**config.mk**
```make
export PLATFORM = sky130hd
export DESIGN_NAME = pulse_period_speedometer
export DESIGN_NICKNAME = d
export VERILOG_FILES = /design/src/rtl/pps_pkg.sv /design/src/rtl/pulse_period_speedometer.sv
export VERILOG_INCLUDE_DIRS = /design/src /design/src/rtl
export SDC_FILE = /design/constraint.sdc
export NUM_CORES = 1
export LEC_CHECK = 0
export ABC_CLOCK_PERIOD_IN_PS = 11900
export BUFFER_PORTS_ARGS = -buffer_cell sky130_fd_sc_hd__buf_2
export CAP_MARGIN = 0
export CORE_MARGIN = 2
export CORE_UTILIZATION = 35
export DETAILED_ROUTE_END_ITERATION = 7
export GPL_TIMING_DRIVEN = 0
export PLACE_DENSITY = 0.55
export RECOVER_POWER = 100
export SLEW_MARGIN = 20
export SYNTH_ARGS = -nofsm -noshare
export SYNTH_HDL_FRONTEND = slang
export SYNTH_SLANG_ARGS = --single-unit
export TNS_END_PERCENT = 20
```
**constraint.sdc**
```tcl
create_clock -name aclk -period 11.9 [get_ports aclk]
set_clock_uncertainty 0.05 [all_clocks]
set_input_delay 0.595 -clock aclk [delete_from_list [all_inputs] [get_ports aclk]]
set_output_delay 0.595 -clock aclk [all_outputs]
set_load 0.1 [all_outputs]
```
**src/rtl/assert_macros.svh**
```systemverilog
// Assertion macros used by the RTL top level.
`ifndef ASSERT_MACROS_SVH
`define ASSERT_MACROS_SVH

// Property that must hold at every rising clock edge outside reset.
`define ASSERT_ALWAYS(label, prop, msg) \
    label: assert property (@(posedge aclk) disable iff (!aresetn) (prop)) else $error(msg);

// Property with an antecedent, checked at every rising clock edge outside reset.
`define ASSERT_IMPLIES(label, ante, cons, msg) \
    label: assert property (@(posedge aclk) disable iff (!aresetn) (ante) |-> (cons)) \
        else $error(msg);

`endif

```
**src/rtl/pps_pkg.sv**
```systemverilog
// Package with constants and types of the pulse period speedometer.
`timescale 1ns / 1ps

package pps_pkg;

    localparam int TIMER_BITS_DEF = 16;

    localparam int unsigned SPEED_NUM   = 1800000;
    localparam int unsigned SPEED_MAX   = 250;
    localparam int unsigned MM_PER_M    = 1000;
    localparam int unsigned STALL_LIMIT = 10;

    localparam int unsigned M_SHIFT = 26;
    localparam int unsigned M_RECIP = ((32'd1 << M_SHIFT) + MM_PER_M - 1) / MM_PER_M;

    localparam logic [15:0] CIRC_RESET   = 16'd2000;
    localparam logic [7:0]  PULSES_RESET = 8'd1;

    localparam logic REG_CIRC   = 1'b0;
    localparam logic REG_PULSES = 1'b1;

    typedef enum logic [1:0] {
        OP_CAPTURE  = 2'd0,
        OP_OVERFLOW = 2'd1,
        OP_TICK     = 2'd2,
        OP_UNUSED   = 2'd3
    } op_t;

    typedef enum logic [2:0] {
        ST_IDLE,
        ST_SPD,
        ST_DIV_A,
        ST_FINISH
    } state_t;

endpackage

```
**src/rtl/pulse_period_speedometer.sv**
```systemverilog
// Top level of the pulse period speedometer with its shared serial divider.
//
// Channel   Direction  Handshake           Content
// s_axis    in         s_tvalid/s_tready   tuser: operation, tdata: capture fields
// m_axis    out        m_tvalid/m_tready   tdata: speed, max speed, odometer, trip
// apb       in         psel/penable/pready wheel circumference, pulses per turn
//
// A tick uses one restoring divider, which gives one quotient bit per cycle
// and runs 21 steps for the speed and 16 steps for the distance.
// The distance quotient is scaled to meters by a reciprocal multiplication.
// Reset is synchronous; after it the block is ready in the next cycle.
// A held result stalls the next tick in ST_FINISH; until that tick comes, captures still go on.
`timescale 1ns / 1ps
`include "assert_macros.svh"

module pulse_period_speedometer
    import pps_pkg::*;
#(
    parameter int TIMER_BITS = TIMER_BITS_DEF
) (
    input  logic        aclk,
    input  logic        aresetn,
    input  logic        s_tvalid,
    output logic        s_tready,
    input  logic [23:0] s_tdata,   // [15:0] capture_value, [16] overflow_pending, rest zero
    input  logic [1:0]  s_tuser,   // [1:0] operation
    output logic        m_tvalid,
    input  logic        m_tready,
    output logic [79:0] m_tdata,   // [7:0] speed_kmh, [15:8] max_speed_kmh,
                                   // [47:16] odometer_m, [79:48] trip_m
    input  logic        psel,
    input  logic        penable,
    input  logic        pwrite,
    input  logic [2:0]  paddr,
    input  logic [31:0] pwdata,
    output logic [31:0] prdata,
    output logic        pready
);

    localparam int CAP_KEEP = (TIMER_BITS < 16) ? TIMER_BITS : 16;
    localparam logic [15:0] CAP_MASK = 16'((33'h1 << CAP_KEEP) - 33'h1);
    localparam logic [32:0] CAP_HALF = 33'h1 << (TIMER_BITS - 1);
    localparam int SPD_STEPS = $clog2(SPEED_NUM + 1);
    localparam logic [31:0] SPD_DVD = 32'(SPEED_NUM) << (32 - SPD_STEPS);
    localparam logic [4:0] SPD_CNT = 5'(SPD_STEPS);
    localparam logic [4:0] DIST_CNT = 5'd16;
    localparam logic [16:0] DIST_RECIP = 17'(M_RECIP);

    state_t state_reg, state_next;

    logic [15:0] circ_reg;
    logic [7:0]  pulses_reg;
    logic [15:0] last_cap_reg;
    logic [15:0] ovf_reg;
    logic [31:0] period_reg;
    logic        fresh_reg;
    logic [3:0]  stall_reg;
    logic [7:0]  speed_reg;
    logic [7:0]  max_reg;
    logic [31:0] odo_reg;
    logic [31:0] trip_reg;
    logic        m_tvalid_reg;
    logic [79:0] m_tdata_reg;

    logic [31:0] dvd_reg, dvd_next;
    logic [31:0] dvs_reg;
    logic [31:0] rem_reg, rem_next;
    logic [4:0]  cnt_reg;

    logic        s_fire;
    op_t         op;
    logic [15:0] cap_m;
    logic        ovf_inc;
    logic [15:0] ovf_eff;
    logic [47:0] ovf_sh;
    logic [31:0] period_new;
    logic [31:0] per;
    logic        do_speed;
    logic        spd_path;
    logic        has_pulses;
    logic        div_done;
    logic        out_free;
    logic [32:0] rem_sh;
    logic        rem_ge;
    logic [7:0]  spd_q;
    logic [3:0]  stall_inc;
    logic [7:0]  speed_fin;
    logic        cfg_wr;
    logic [32:0] dist_prod;
    logic [31:0] dist_m;

    logic        div_start;
    logic [31:0] div_dvd;
    logic [31:0] div_dvs;
    logic [4:0]  div_steps;
    logic        spd_load;
    logic [7:0]  spd_value;
    logic        odo_add;
    logic        fin;

    assign op         = op_t'(s_tuser);
    assign s_tready   = (state_reg == ST_IDLE);
    assign s_fire     = s_tvalid && s_tready;
    assign pready     = 1'b1;
    assign cfg_wr     = psel && penable && pwrite && pready;
    assign m_tvalid   = m_tvalid_reg;
    assign m_tdata    = m_tdata_reg;
    assign out_free   = !m_tvalid_reg || m_tready;
    assign has_pulses = (pulses_reg != 8'd0);
    assign div_done   = (cnt_reg == 5'd0);

    assign cap_m      = s_tdata[15:0] & CAP_MASK;
    assign ovf_inc    = s_tdata[16] && ({17'b0, cap_m} < CAP_HALF) && (ovf_reg != 16'hFFFF);
    assign ovf_eff    = ovf_reg + {15'b0, ovf_inc};
    assign ovf_sh     = {32'b0, ovf_eff} << TIMER_BITS;
    assign period_new = ovf_sh[31:0] + {16'b0, cap_m} - {16'b0, last_cap_reg};

    assign per      = {period_reg[28:0], 3'b000};
    assign do_speed = fresh_reg && (period_reg != 32'd0);
    assign spd_path = do_speed && (per != 32'd0);

    assign rem_sh   = {rem_reg, dvd_reg[31]};
    assign rem_ge   = (rem_sh >= {1'b0, dvs_reg});
    assign rem_next = rem_ge ? 32'(rem_sh - {1'b0, dvs_reg}) : rem_sh[31:0];
    assign dvd_next = {dvd_reg[30:0], rem_ge};

    assign dist_prod = {17'b0, dvd_reg[15:0]} * {16'b0, DIST_RECIP};
    assign dist_m    = 32'(dist_prod >> M_SHIFT);

    assign spd_q     = (dvd_reg > 32'(SPEED_MAX)) ? 8'd0 : dvd_reg[7:0];
    assign stall_inc = (stall_reg < 4'(STALL_LIMIT)) ? stall_reg + 4'd1 : stall_reg;
    assign speed_fin = (stall_inc >= 4'(STALL_LIMIT)) ? 8'd0 : speed_reg;

    always_comb begin
        state_next = state_reg;
        case (state_reg)
            ST_IDLE: begin
                if (s_fire && op == OP_TICK) begin
                    if (spd_path) begin
                        state_next = ST_SPD;
                    end else if (do_speed && has_pulses) begin
                        state_next = ST_DIV_A;
                    end else begin
                        state_next = ST_FINISH;
                    end
                end
            end
            ST_SPD: begin
                if (div_done) begin
                    state_next = has_pulses ? ST_DIV_A : ST_FINISH;
                end
            end
            ST_DIV_A: begin
                if (div_done) begin
                    state_next = ST_FINISH;
                end
            end
            ST_FINISH: begin
                if (out_free) begin
                    state_next = ST_IDLE;
                end
            end
            default: state_next = ST_IDLE;
        endcase
    end

    always_comb begin
        div_start = 1'b0;
        div_dvd   = 32'd0;
        div_dvs   = 32'd0;
        div_steps = 5'd0;
        spd_load  = 1'b0;
        spd_value = 8'd0;
        odo_add   = 1'b0;
        fin       = 1'b0;
        case (state_reg)
            ST_IDLE: begin
                if (s_fire && op == OP_TICK) begin
                    if (spd_path) begin
                        div_start = 1'b1;
                        div_dvd   = SPD_DVD;
                        div_dvs   = per;
                        div_steps = SPD_CNT;
                    end else if (do_speed) begin
                        spd_load = 1'b1;
                        if (has_pulses) begin
                            div_start = 1'b1;
                            div_dvd   = {circ_reg, 16'b0};
                            div_dvs   = {24'b0, pulses_reg};
                            div_steps = DIST_CNT;
                        end
                    end
                end
            end
            ST_SPD: begin
                if (div_done) begin
                    spd_load  = 1'b1;
                    spd_value = spd_q;
                    if (has_pulses) begin
                        div_start = 1'b1;
                        div_dvd   = {circ_reg, 16'b0};
                        div_dvs   = {24'b0, pulses_reg};
                        div_steps = DIST_CNT;
                    end
                end
            end
            ST_DIV_A: begin
                odo_add = div_done;
            end
            ST_FINISH: begin
                fin = out_free;
            end
            default: begin
                fin = 1'b0;
            end
        endcase
    end

    always_ff @(posedge aclk) begin
        if (!aresetn) begin
            state_reg    <= ST_IDLE;
            circ_reg     <= CIRC_RESET;
            pulses_reg   <= PULSES_RESET;
            last_cap_reg <= 16'd0;
            ovf_reg      <= 16'd0;
            period_reg   <= 32'd0;
            fresh_reg    <= 1'b0;
            stall_reg    <= 4'd0;
            speed_reg    <= 8'd0;
            max_reg      <= 8'd0;
            odo_reg      <= 32'd0;
            trip_reg     <= 32'd0;
            m_tvalid_reg <= 1'b0;
            cnt_reg      <= 5'd0;
        end else begin
            state_reg <= state_next;

            if (cfg_wr) begin
                if (paddr[2] == REG_CIRC) begin
                    circ_reg <= pwdata[15:0];
                end else begin
                    pulses_reg <= pwdata[7:0];
                end
            end

            if (s_fire) begin
                case (op)
                    OP_CAPTURE: begin
                        last_cap_reg <= cap_m;
                        ovf_reg      <= 16'd0;
                        period_reg   <= period_new;
                        fresh_reg    <= 1'b1;
                        stall_reg    <= 4'd0;
                    end
                    OP_OVERFLOW: begin
                        if (ovf_reg != 16'hFFFF) begin
                            ovf_reg <= ovf_reg + 16'd1;
                        end
                    end
                    OP_TICK: begin
                        fresh_reg <= 1'b0;
                    end
                    default: begin
                        fresh_reg <= fresh_reg;
                    end
                endcase
            end

            if (div_start) begin
                cnt_reg <= div_steps;
            end else if (!div_done) begin
                cnt_reg <= cnt_reg - 5'd1;
            end

            if (spd_load) begin
                speed_reg <= spd_value;
                if (spd_value > max_reg) begin
                    max_reg <= spd_value;
                end
            end

            if (odo_add) begin
                odo_reg  <= odo_reg + dist_m;
                trip_reg <= trip_reg + dist_m;
            end

            if (fin) begin
                stall_reg    <= stall_inc;
                speed_reg    <= speed_fin;
                m_tvalid_reg <= 1'b1;
            end else if (m_tready) begin
                m_tvalid_reg <= 1'b0;
            end
        end
    end

    always_ff @(posedge aclk) begin
        if (div_start) begin
            dvd_reg <= div_dvd;
            dvs_reg <= div_dvs;
            rem_reg <= 32'd0;
        end else if (!div_done) begin
            dvd_reg <= dvd_next;
            rem_reg <= rem_next;
        end
        if (fin) begin
            m_tdata_reg <= {trip_reg, odo_reg, max_reg, speed_fin};
        end
    end

    always_comb begin
        case (paddr[2])
            REG_CIRC:   prdata = {16'b0, circ_reg};
            REG_PULSES: prdata = {24'b0, pulses_reg};
            default:    prdata = 32'd0;
        endcase
    end

    `ASSERT_IMPLIES(a_div_in_div_state, cnt_reg != 5'd0,
        state_reg == ST_SPD || state_reg == ST_DIV_A,
        "Divider runs outside a divide state.")
    `ASSERT_ALWAYS(a_stall_limit, stall_reg <= 4'(STALL_LIMIT), "Stall count passed its limit.")
    `ASSERT_IMPLIES(a_speed_range, m_tvalid_reg, m_tdata_reg[7:0] <= 8'(SPEED_MAX),
        "Reported speed above the limit.")
    `ASSERT_IMPLIES(a_speed_below_max, m_tvalid_reg, m_tdata_reg[7:0] <= m_tdata_reg[15:8],
        "Reported speed above the reported maximum.")

endmodule
```
; After elaboration in Yosys (flattened, before gate mapping)
; Index checks and enable logic that the tools add are counted.
[word_totals]
in_bits = 68
regBits = 358
n_memories = 0
ramBits = 0
output_inout_bits = 115
mem_bits_ro = 0
latch_bits = 0
wordCells = 138
[op_classes]
multipliers = 1
shift = 0
add_sub_neg = 9
n_eq_ne = 12
n_lt_le_gt_ge = 6
bitwise = 1
n_reduce_logical = 31
div_mod_pow = 0
n_mux = 60
[ops]
columns = operator, n
row1 = two-way mux 32 bit, 10
row2 = one-hot mux 32 bit (2 select lines), 3
row3 = two-way mux 8 bit, 9
row4 = adder 32 x 7 -> 32 bit, 2
row5 = nonzero test 32 bit, 2
row6 = two-way mux 5 bit, 7
row7 = greater-or-equal comparator 33 x 32 -> 1 bit, 1
row8 = multiplier 16 x 17 -> 33 bit (second input constant), 1
row9 = adder 32 x 16 -> 32 bit, 1
row10 = > comparator 32 x 8 -> 1 bit (second input constant), 1
row11 = one-hot mux 16 bit (2 select lines), 1
row12 = subtractor 32 x 16 -> 32 bit, 1
row13 = subtractor 32 bit, 1
row14 = adder 16 x 1 -> 16 bit, 1
row15 = adder 16 x 1 -> 16 bit (second input constant), 1
row16 = less-than comparator 16 bit (second input constant), 1
row17 = two-way mux 16 bit, 1
row18 = two-way mux 4 bit, 4
row19 = != test 16 bit (second input constant), 1
row20 = two-way mux 1 bit, 15
row21 = two-way mux 3 bit, 4
row22 = one-hot mux 3 bit (4 select lines), 1
row23 = AND reduction 2 bit, 6
row24 = nonzero test 2 bit, 6
row25 = 24 further kinds, 39

; Logic depth before layout (Yosys ltp)
; Gate-level depths: netlist of run 1.
[depth]
word_depth = 8
mapped_depth = 31
mapped_depth_nobuf = 30

; Worst setup path before layout of run 1
; OpenSTA, ideal clock, no wires.
[synth_path]
path_kind = register -> register
from = register dvd_reg[9]
to = register trip_reg[26]
path_slack_ns = 4.887
arrival_ns = 6.848
stages_incl_launch_ff = 29
synth_period_minus_slack_ns = 7.013
setup_time_ns = 0.115
n_path_buf = 0
required_ns = 11.735
cell_sequence = edfxtp_1 inv_1 ha_1 ha_1 inv_1 fa_1 inv_1 fa_1 fa_1 ha_1 ha_1 a2111oi_0 o21ai_0 a221o_1 a221oi_1 o31a_1 o21ai_0 nor4_1 nor3_1 xnor2_1 ha_1 o21a_1 nor2_1 nand3b_2 a2111oi_2 and3_1 nand3_1 xnor2_1 and2_1
[synth_via]
elab_chain_cells = 2
[synth_lines]
columns = element, line_no
row1 = start: declaration, pulse_period_speedometer.sv:65  ; logic [31:0] dvd_reg, dvd_next;
row2 = start signal: assignment, pulse_period_speedometer.sv:299  ; dvd_reg <= div_dvd;
row3 = start signal: assignment, pulse_period_speedometer.sv:303  ; dvd_reg <= dvd_next;
row4 = multiplier 16 x 17 -> 33 bit, pulse_period_speedometer.sv:127  ; assign dist_prod = {17'b0, dvd_reg[15:0]} * {16'b0, DIST_RECIP};
row5 = adder 32 x 7 -> 32 bit, pulse_period_speedometer.sv:284  ; trip_reg <= trip_reg + dist_m;
row6 = end signal: assignment, pulse_period_speedometer.sv:284
row7 = end: declaration, pulse_period_speedometer.sv:61  ; logic [31:0] trip_reg;
; Every way passes these cells.
; A chain may end at the register's enable or synchronous reset.

; Final worst setup path of run 1
[layout_path]
from = register dvd_reg[8]
to = register trip_reg[26]
; Same word-level chain as after synthesis.

==> results.cfg, run 1 <==
[critical_path]
reg2reg_to = trip_reg[26]$_SDFFE_PN0P_
cp_slowest_cell = a2111oi_0
cpMostUsedCell = ha_1
critPathRequiredTime_ns = 12.34
critPathKind = reg2reg
crit_start = dvd_reg[8]$_SDFFCE_PP0P_
crit_path_end_kind = flop
setup.worst_path.start_class = flop
cp_max_fo = 7
r2r_setup_slack_ns = 3.31
worstPathArrival_ns = 9.02
critPathMaxStageDelay_ns = 0.84
reg2reg_depth = 28
r2r_start = dvd_reg[8]$_SDFFCE_PP0P_

[clock_tree]
cts_buffers = 41
cts_resized = 0
cts.hold.buffers_added = 0
path_clk_slew_ns = 0.06
cts_tree = built
insertion_delay_ns = 0.60
cts_sinks = 357
clk_path_buf_depth = 3
post_cts_buffers = 0
cts-htree-levels = 2
clockRootBuffer = clkbuf_16

[floorplan]
core_mm2 = 0.0602
die-area_mm2 = 0.0627
start_util_pct = 35.3
die_h_um = 250
num_io_pins = 183
core.rowCount = 90
die_w_um = 250

[route]
drtAntennaViolNets = 0
vias_per_cell = 5.13
drc = 0
drt-total-wl_um = 57900
drt-pass1-iter-count = 6
first_iter_violations = 1117
wl_per_cell_um = 17.6
vias = 16900

[sta]
max-slew-margin-rel_pct = -106
final.min_clock_period_ns = 8.59
tightest_slew_ns = 3.09
rsz0062_at_grt = no
setup_tns_ns = 0
maxSlewViolCount = 134
finalHoldViolations = 0
setup_viol = 0
max_freq_mhz = 116
min_period_over_period_pct = 72.2

[logic_synthesis]
synth_ff_type = dfxtp_1
synth_area_leader_cell = edfxtp_1
synth_top_area_share_pct = 20.3
avgSynthCellArea_um2 = 9.37
synth-warning-count = 0
synth_cell_types = 87
synth_seq_cells = 357
yosysSeqAreaShare_pct = 40.4
synth_area_leaders = edfxtp_1, dfxtp_1, ha_1
synth_edf_count = 144
syn-cell-area_mm2 = 0.0213
async_flop_share_pct = 0
syn_inst = 2268

[place]
hpwlAfterDp_um = 44600
gp_congestion = 0.925
port-buffer-count = 139

[status]
status = finished, violations left
violations = capacitance limit, slew limit

[worst_hold_path]
min_path_type = in2reg
min_delay_path_depth = 3
hold_end = circ_reg[9]$_SDFFE_PN1P_
hp-start = pwdata[9]

[global_route]
antenna_found_initial = 4
grt_use_total_pct = 18.2
grt_pass1_vias = 16500
overflow = 0
grt_pass1_wl_um = 90600
grt_max_degree = 56

[finish]
drive_gt1_share_pct = 6.88
antenna_cells = 0
fin_nets = 2793
largest_register_ffs = 80
area_delta_synth_final_pct = 14.1

[run]
cap_violations = 4
cells by family (layout without fill, tap and decap cells):
kind of cell             count (synthesis)  count (layout)  share of synthesized area [%]
AND/OR/NAND/NOR                        783             783                           17.9
AO/OA/AOI/OAI                          435             435                           12.9
flip-flops                             357             357                           40.4
buffers and inverters                  275             492                           5.29
adder cells (fa/ha/maj)                258             258                           16.7
XOR/XNOR                               127             127                           5.23
multiplexers                            31              31                           1.51
other                                    2              17                         0.0353
per-stage QoR:
stage          utilization, %  area (um^2)  hold WS (ns)  setup slack, ns  instances
6_report                 40.3        24300         0.169             3.31       3282
5_1_grt                  40.3        24300         0.175             2.67       3282
4_1_cts                  40.7        24500         0.144             3.63       3282
3_5_place_dp             38.2        23000         0.391             3.68       3206
3_3_place_gp             38.1        23000         0.378             3.71       3204
2_1_floorplan               -        21300         0.367             4.89       2283
cells in the mapped netlist (43+ instances only):
cell and number:
nand3_1 65, nand2_1 268, inv_1 171, clkbuf_1 70
fa_1 43, xnor2_1 84, and2_1 54, edfxtp_1 144
xor2_1 43, a21oi_1 162, ha_1 215, dfxtp_1 213
nor2_1 173, o21ai_0 84
cell usage in the layout (no fill, tap or decap), types with 34 or more instances in the layout:
cell,count
nand2_1,268
ha_1,215
dfxtp_1,213
clkbuf_1,177
nor2_1,173
inv_1,171
a21oi_1,162
edfxtp_1,144
o21ai_0,87
xnor2_1,84
nand3_1,65
buf_2,50
nor3_1,44
xor2_1,43
fa_1,43
clkbuf_16,41
and2_0,34
area by class of cell:
class / instances / area (um^2)
Timing Repair Buffer: 141 / 579
Clock buffer: 46 / 1060
Inverter: 171 / 642
Fill cell: 5989 / 36000
Multi-Input combinational cell: 1651 / 11500
Buffer: 104 / 479
Clock inverter: 30 / 392
Sequential cell: 357 / 8590
Tap cell: 782 / 978
worst max-delay path, delay by kind of cell (launching register included):
kind / cells / cell delay, ns
xor gates and xnor gates: 2 / 0.49
adders and majority gates: 8 / 2.93
buffers and inverters: 3 / 0.23
DFF: 1 / 0.57
and+or+nand+nor: 7 / 1.33
AOI/OAI and AO/OA: 8 / 2.86
worst max-delay path by stage:
stage	endpoint	slack (ns)	depth (start not counted)
global placement	trip_reg[31]$_SDFFE_PN0P_	3.71	28
floorplan	trip_reg[26]$_SDFFE_PN0P_	4.89	28
CTS	trip_reg[31]$_SDFFE_PN0P_	3.63	28
detailed placement	trip_reg[31]$_SDFFE_PN0P_	3.68	28
global route	trip_reg[31]$_SDFFE_PN0P_	2.67	28
finish	trip_reg[26]$_SDFFE_PN0P_	3.31	28
layer usage:
layer	vias up	track usage (%)	share of wire, %
met5	-	0	0.050
met1	8026	24.2	45
met3	117	3.28	5.8
met4	4	7.34	3.5
li1	8309	-	-
met2	395	29.3	45
Power of run 1 is not shown: default switching activity piles up to over one toggle a cycle in this logic, so the estimate is an artifact.
==> run 2: changes to the inputs <==
--- a/config.mk
+++ b/config.mk
@@ -6,14 +6,15 @@
 export SDC_FILE = /design/constraint.sdc
 export NUM_CORES = 1
 export LEC_CHECK = 0
-export ABC_CLOCK_PERIOD_IN_PS = 11900
+export ABC_AREA = 1
+export ABC_CLOCK_PERIOD_IN_PS = 7700
 export BUFFER_PORTS_ARGS = -buffer_cell sky130_fd_sc_hd__buf_2
 export CAP_MARGIN = 0
 export CORE_MARGIN = 2
 export CORE_UTILIZATION = 35
 export DETAILED_ROUTE_END_ITERATION = 7
 export GPL_TIMING_DRIVEN = 0
-export PLACE_DENSITY = 0.55
+export PLACE_DENSITY = 0.56
 export RECOVER_POWER = 100
 export SLEW_MARGIN = 20
 export SYNTH_ARGS = -nofsm -noshare
==> constraint.sdc (replaced) <==
create_clock -name aclk -period 7.7 [get_ports aclk]
set_clock_uncertainty 0.05 [all_clocks]
set_input_delay 0.385 -clock aclk [delete_from_list [all_inputs] [get_ports aclk]]
set_output_delay 0.385 -clock aclk [all_outputs]
set_load 0.1 [all_outputs]
==> run 2 against run 1 <==
  * The run still ends with capacitance limit, slew limit left
  * Critical path type unchanged
  * Utilization fell by 0.29 points
  * Cell count rose by 27%
  * Global-route usage rose by 0.98 points
  * Hold slack got worse by 0.13 ns
  * Fmax rose by 22%
  * Highest routed layer unchanged
  * Non-clock buffer count fell by 18
  * Routed wire length rose by 14%
==> results.cfg, run 2 <==
[status]
status = finished, violations left
violations = capacitance limit, slew limit

[clock_tree]
cts_buffers = 40
insertion_delay_ns = 0.57
cts-htree-levels = 2
cts_sinks = 357
clk_path_buf_depth = 3
path_clk_slew_ns = 0.06
clockRootBuffer = clkbuf_16
cts_tree = built
post_cts_buffers = 0

[global_route]
overflow = 0
grt_max_degree = 46
grt_pass1_wl_um = 104000
antenna_found_initial = 2
grt_pass1_vias = 19000
grt_use_total_pct = 19.2

[finish]
fin_nets = 3599
area_delta_synth_final_pct = 13.0
largest_register_ffs = 80
final_common_cell = nand2_1
antenna_cells = 0
final_cell_mix = nand2_1, inv_1, nor2_1
drive_gt1_share_pct = 5.30

[logic_synthesis]
synth_cell_types = 54
synth_common_cells = nand2_1, inv_1, nor2_1, a21oi_1, ha_1
synth_edf_count = 144
synth_seq_cells = 357
syn-cell-area_mm2 = 0.0233
synth_ff_type = dfxtp_1
synth_top_area_share_pct = 18.6
async_flop_share_pct = 0
yosysSeqAreaShare_pct = 36.9
avgSynthCellArea_um2 = 7.57
syn_inst = 3071
yosysMostFrequentCell = nand2_1
synth_area_leader_cell = edfxtp_1
synth_area_leaders = edfxtp_1, dfxtp_1, ha_1
synth-warning-count = 0

[floorplan]
die_h_um = 262
die_w_um = 262
num_io_pins = 183
start_util_pct = 35.4
core_mm2 = 0.0657
die-area_mm2 = 0.0685
core.rowCount = 94

[critical_path]
cp_max_fo = 6
critPathMaxStageDelay_ns = 0.59
critPathRequiredTime_ns = 8.06
r2r_setup_slack_ns = 0.66
worstPathArrival_ns = 7.41
r2r_start = dvd_reg[9]$_SDFFCE_PP0P_
reg2reg_depth = 28
crit_path_end_kind = flop
reg2reg_to = odo_reg[24]$_SDFFE_PN0P_
setup.worst_path.start_class = flop
cp_slowest_cell = o311ai_0
critPathKind = reg2reg
crit_start = dvd_reg[9]$_SDFFCE_PP0P_

[sta]
min_period_over_period_pct = 91.5
setup_viol = 0
max_freq_mhz = 142
tightest_slew_ns = 2.39
rsz0062_at_grt = no
finalHoldViolations = 0
final.min_clock_period_ns = 7.04
setup_tns_ns = 0
timing.final.ws_setup_ns = 0.656
max-slew-margin-rel_pct = -59.3
maxSlewViolCount = 129

[place]
port-buffer-count = 139
hpwlAfterDp_um = 52400
dp_slack_ns = 0.825
gp_congestion = 0.935

[worst_hold_path]
min_path_type = in2reg
min_delay_path_depth = 3
hold_end = circ_reg[7]$_SDFFE_PN1P_
hp-start = pwdata[7]

[route]
drt-total-wl_um = 65900
vias_per_cell = 4.79
wl_per_cell_um = 15.8
drtAntennaViolNets = 0
drt-pass1-iter-count = 5
drc = 0
first_iter_violations = 1347
vias = 20000

[run]
cap_violations = 3
## run 2: cell count changes in the layout (fill, tap and decap cells not counted), moves of 25 or more
cell     before  now
o21ai_0      87  190
a21oi_1     162  222
inv_1       171  502
nand2_1     268  632
nand3_1      65  160
or3_1        25    0
nor2_1      173  375
xnor2_1      84   26
and2_0       34    0
## run 2: layout make-up
type | count | area [um^2]
Sequential cell | 357 | 8590
Tap cell | 864 | 1080
Inverter | 510 | 1920
Clock inverter | 15 | 218
Buffer | 82 | 405
Fill cell | 6923 | 39500
Clock buffer | 58 | 1160
Timing Repair Buffer | 145 | 627
Multi-Input combinational cell | 2137 | 12300
## run 2: layer usage
metal	up-vias	share of wire, %	track usage, %
met5	-	0.020	0
met4	2	2.2	4.72
met3	84	3.6	2.20
met2	345	48	33.6
met1	9158	46	25.2
li1	10400	-	-
## run 2: timing repair
action                    CTS  global route
resized for setup           0             0
hold buffers                5             0
hold endpoints to repair    6             0
## run 2: cell families after synthesis
kind of cell | Yosys count | synth area share, %
compound gates | 487 | 11.2
simple gates | 1323 | 24.4
xor+xnor | 52 | 2.04
buf+inv | 592 | 10.1
fa+ha+maj | 258 | 15.3
flops | 357 | 36.9
other cells | 2 | 0.0323
## run 2: worst max-delay path by stage
stage,to,slack (ns),cells past startpoint
floorplan,odo_reg[24]$_SDFFE_PN0P_,1.89,27
global placement,odo_reg[24]$_SDFFE_PN0P_,0.79,28
detailed placement,odo_reg[24]$_SDFFE_PN0P_,0.82,28
CTS,odo_reg[24]$_SDFFE_PN0P_,0.76,28
global route,trip_reg[31]$_SDFFE_PN0P_,0.14,26
finish,odo_reg[24]$_SDFFE_PN0P_,0.66,28
## run 2: worst max-delay path, delay by kind of cell, from the launching register on
kind	cells	cell delay (ns)
XOR/XNOR	1	0.41
AND/OR/NAND/NOR	13	1.62
buffers and inverters	4	0.53
adder cells (fa/ha/maj)	9	3.15
flip-flops	1	0.52
AO/OA/AOI/OAI	1	0.59
## run 2: stage by stage
step	cell area [um^2]	util, %	hold slack (ns)	cells
floorplan	23300	-	0.358	3086
global placement	25100	38.2	0.383	4089
detailed placement	25100	38.2	0.380	4090
CTS	26600	40.4	0.0112	4168
global route	26300	40.0	0.0369	4168
finish	26300	40.0	0.0441	4168
Power of run 2 is left out for the same reason.
==> run 3: changes to the inputs <==
--- a/config.mk
+++ b/config.mk
@@ -7,14 +7,14 @@
 export NUM_CORES = 1
 export LEC_CHECK = 0
 export ABC_AREA = 1
-export ABC_CLOCK_PERIOD_IN_PS = 7700
+export ABC_CLOCK_PERIOD_IN_PS = 7800
 export BUFFER_PORTS_ARGS = -buffer_cell sky130_fd_sc_hd__buf_2
 export CAP_MARGIN = 0
 export CORE_MARGIN = 2
 export CORE_UTILIZATION = 35
 export DETAILED_ROUTE_END_ITERATION = 7
 export GPL_TIMING_DRIVEN = 0
-export PLACE_DENSITY = 0.56
+export PLACE_DENSITY = 0.54
 export RECOVER_POWER = 100
 export SLEW_MARGIN = 20
 export SYNTH_ARGS = -nofsm -noshare
==> constraint.sdc (replaced) <==
create_clock -name aclk -period 7.8 [get_ports aclk]
set_clock_uncertainty 0.05 [all_clocks]
set_input_delay 0.39 -clock aclk [delete_from_list [all_inputs] [get_ports aclk]]
set_output_delay 0.39 -clock aclk [all_outputs]
set_load 0.1 [all_outputs]
==> run 3 against run 2 <==
  * The flow still finishes with violations (capacitance limit, slew limit)
  * Highest routed layer is now met4
  * Sequential share of layout area barely moved
  * Register-to-register slack got worse by 0.05 ns
  * Hold slack improved by 0.0086 ns
  * Critical path type unchanged
  * Via count rose by 0.47%
==> results.cfg, run 3 (synthesis results as in run 2) <==
[status]
status = finished, violations left
violations = capacitance limit, slew limit

[critical_path]
worstPathArrival_ns = 7.62
r2r_setup_slack_ns = 0.60
cp_slowest_cell = o311ai_0
r2r_start = dvd_reg[9]$_SDFFCE_PP0P_
crit_start = dvd_reg[9]$_SDFFCE_PP0P_
critPathRequiredTime_ns = 8.23
critPathKind = reg2reg
crit_path_end_kind = flop
reg2reg_depth = 26
critPathMaxStageDelay_ns = 0.73
setup.worst_path.start_class = flop
reg2reg_to = trip_reg[24]$_SDFFE_PN0P_
crit_end = trip_reg[24]$_SDFFE_PN0P_
cp_max_fo = 6

[floorplan]
die_w_um = 262
die-area_mm2 = 0.0685
start_util_pct = 35.4
core.rowCount = 94
num_io_pins = 183
core_mm2 = 0.0657
die_h_um = 262

[global_route]
grt_pass1_vias = 19000
grt_use_total_pct = 19.7
grt_max_degree = 65
grt_pass1_wl_um = 105000
overflow = 0
antenna_found_initial = 2

[clock_tree]
cts_sinks = 357
cts_tree = built
cts_buffers = 42
insertion_delay_ns = 0.59
post_cts_buffers = 0
cts_resized = 0
path_clk_slew_ns = 0.06
cts.hold.buffers_added = 7
cts-htree-levels = 2
clockRootBuffer = clkbuf_16
clk_path_buf_depth = 3

[route]
drtAntennaViolNets = 0
wl_per_cell_um = 16.1
first_iter_violations = 1410
drc = 0
drt-total-wl_um = 67300
drt-pass1-iter-count = 7
vias_per_cell = 4.80
vias = 20100

[finish]
area_delta_synth_final_pct = 12.9
post-route-util_pct = 40.0
largest_register_ffs = 80
drive_gt1_share_pct = 5.32
final_cell_mix = nand2_1, inv_1, nor2_1
nFillCells = 6911
fin_nets = 3603
final_common_cell = nand2_1

[sta]
final.min_clock_period_ns = 7.20
setup_viol = 0
maxSlewViolCount = 107
min_period_over_period_pct = 92.3
finalHoldViolations = 0
max-slew-margin-rel_pct = -142
setup_tns_ns = 0
tightest_slew_ns = 3.64
max_freq_mhz = 139
rsz0062_at_grt = no

[run]
cap_violations = 2

[place]
port-buffer-count = 139
hpwlAfterDp_um = 53600
gp_congestion = 0.915

[worst_hold_path]
min_path_type = in2reg
## run 3: worst min path at each step
stage,start,end,slack [ns],depth (start not counted)
6_report,s_tdata[0],last_cap_reg[0]$_SDFFE_PN0P_,0.05,3
5_1_grt,s_tdata[0],last_cap_reg[0]$_SDFFE_PN0P_,0.05,3
4_1_cts,pwdata[13],circ_reg[13]$_SDFFE_PN0P_,0.03,3
3_5_place_dp,odo_reg[30]$_SDFFE_PN0P_,m_tdata[46]$_DFFE_PP_,0.38,0
3_3_place_gp,odo_reg[30]$_SDFFE_PN0P_,m_tdata[46]$_DFFE_PP_,0.39,0
2_1_floorplan,odo_reg[29]$_SDFFE_PN0P_,m_tdata[45]$_DFFE_PP_,0.36,0
## run 3: per-stage QoR
step	setup slack [ns]	area, um^2	cells	hold slack [ns]
2_1_floorplan	1.99	23300	3086	0.358
6_report	0.602	26300	4177	0.0527
4_1_cts	0.732	26500	4175	0.0265
3_3_place_gp	0.780	25100	4089	0.386
5_1_grt	0.196	26300	4177	0.0474
3_5_place_dp	0.778	25100	4090	0.382
## run 3: worst max-delay path: cells and delay by family (launching register included)
kind / cells / cell delay [ns]
adder cells (fa/ha/maj): 9 / 3.20
AND/OR/NAND/NOR: 11 / 1.67
AO/OA/AOI/OAI: 2 / 0.94
flip-flops: 1 / 0.52
buffers and inverters: 3 / 0.40
XOR/XNOR: 1 / 0.31
## run 3: per-layer routing
metal | GRT usage [%] | wire [um] | part of all wire [%] | vias up
met2 | 31.4 | 29900 | 44 | 390
li1 | - | - | - | 10400
met3 | 2.90 | 3180 | 4.7 | 79
met4 | 4.99 | 1470 | 2.2 | 0
met5 | 0 | 0 | 0 | -
met1 | 27.8 | 32700 | 49 | 9231
## run 3: area by class of cell
cell class,count,area [um^2],area share (%)
Multi-Input combinational cell,2137,12300,46.7
Sequential cell,357,8590,32.7
Inverter,510,1920,7.31
Clock buffer,58,1140,4.34
Tap cell,864,1080,4.12
Timing Repair Buffer,147,647,2.46
Buffer,82,405,1.54
Clock inverter,20,209,0.795
Antenna cell,2,5.00,0.0191
Power of run 3 is left out for the same reason.
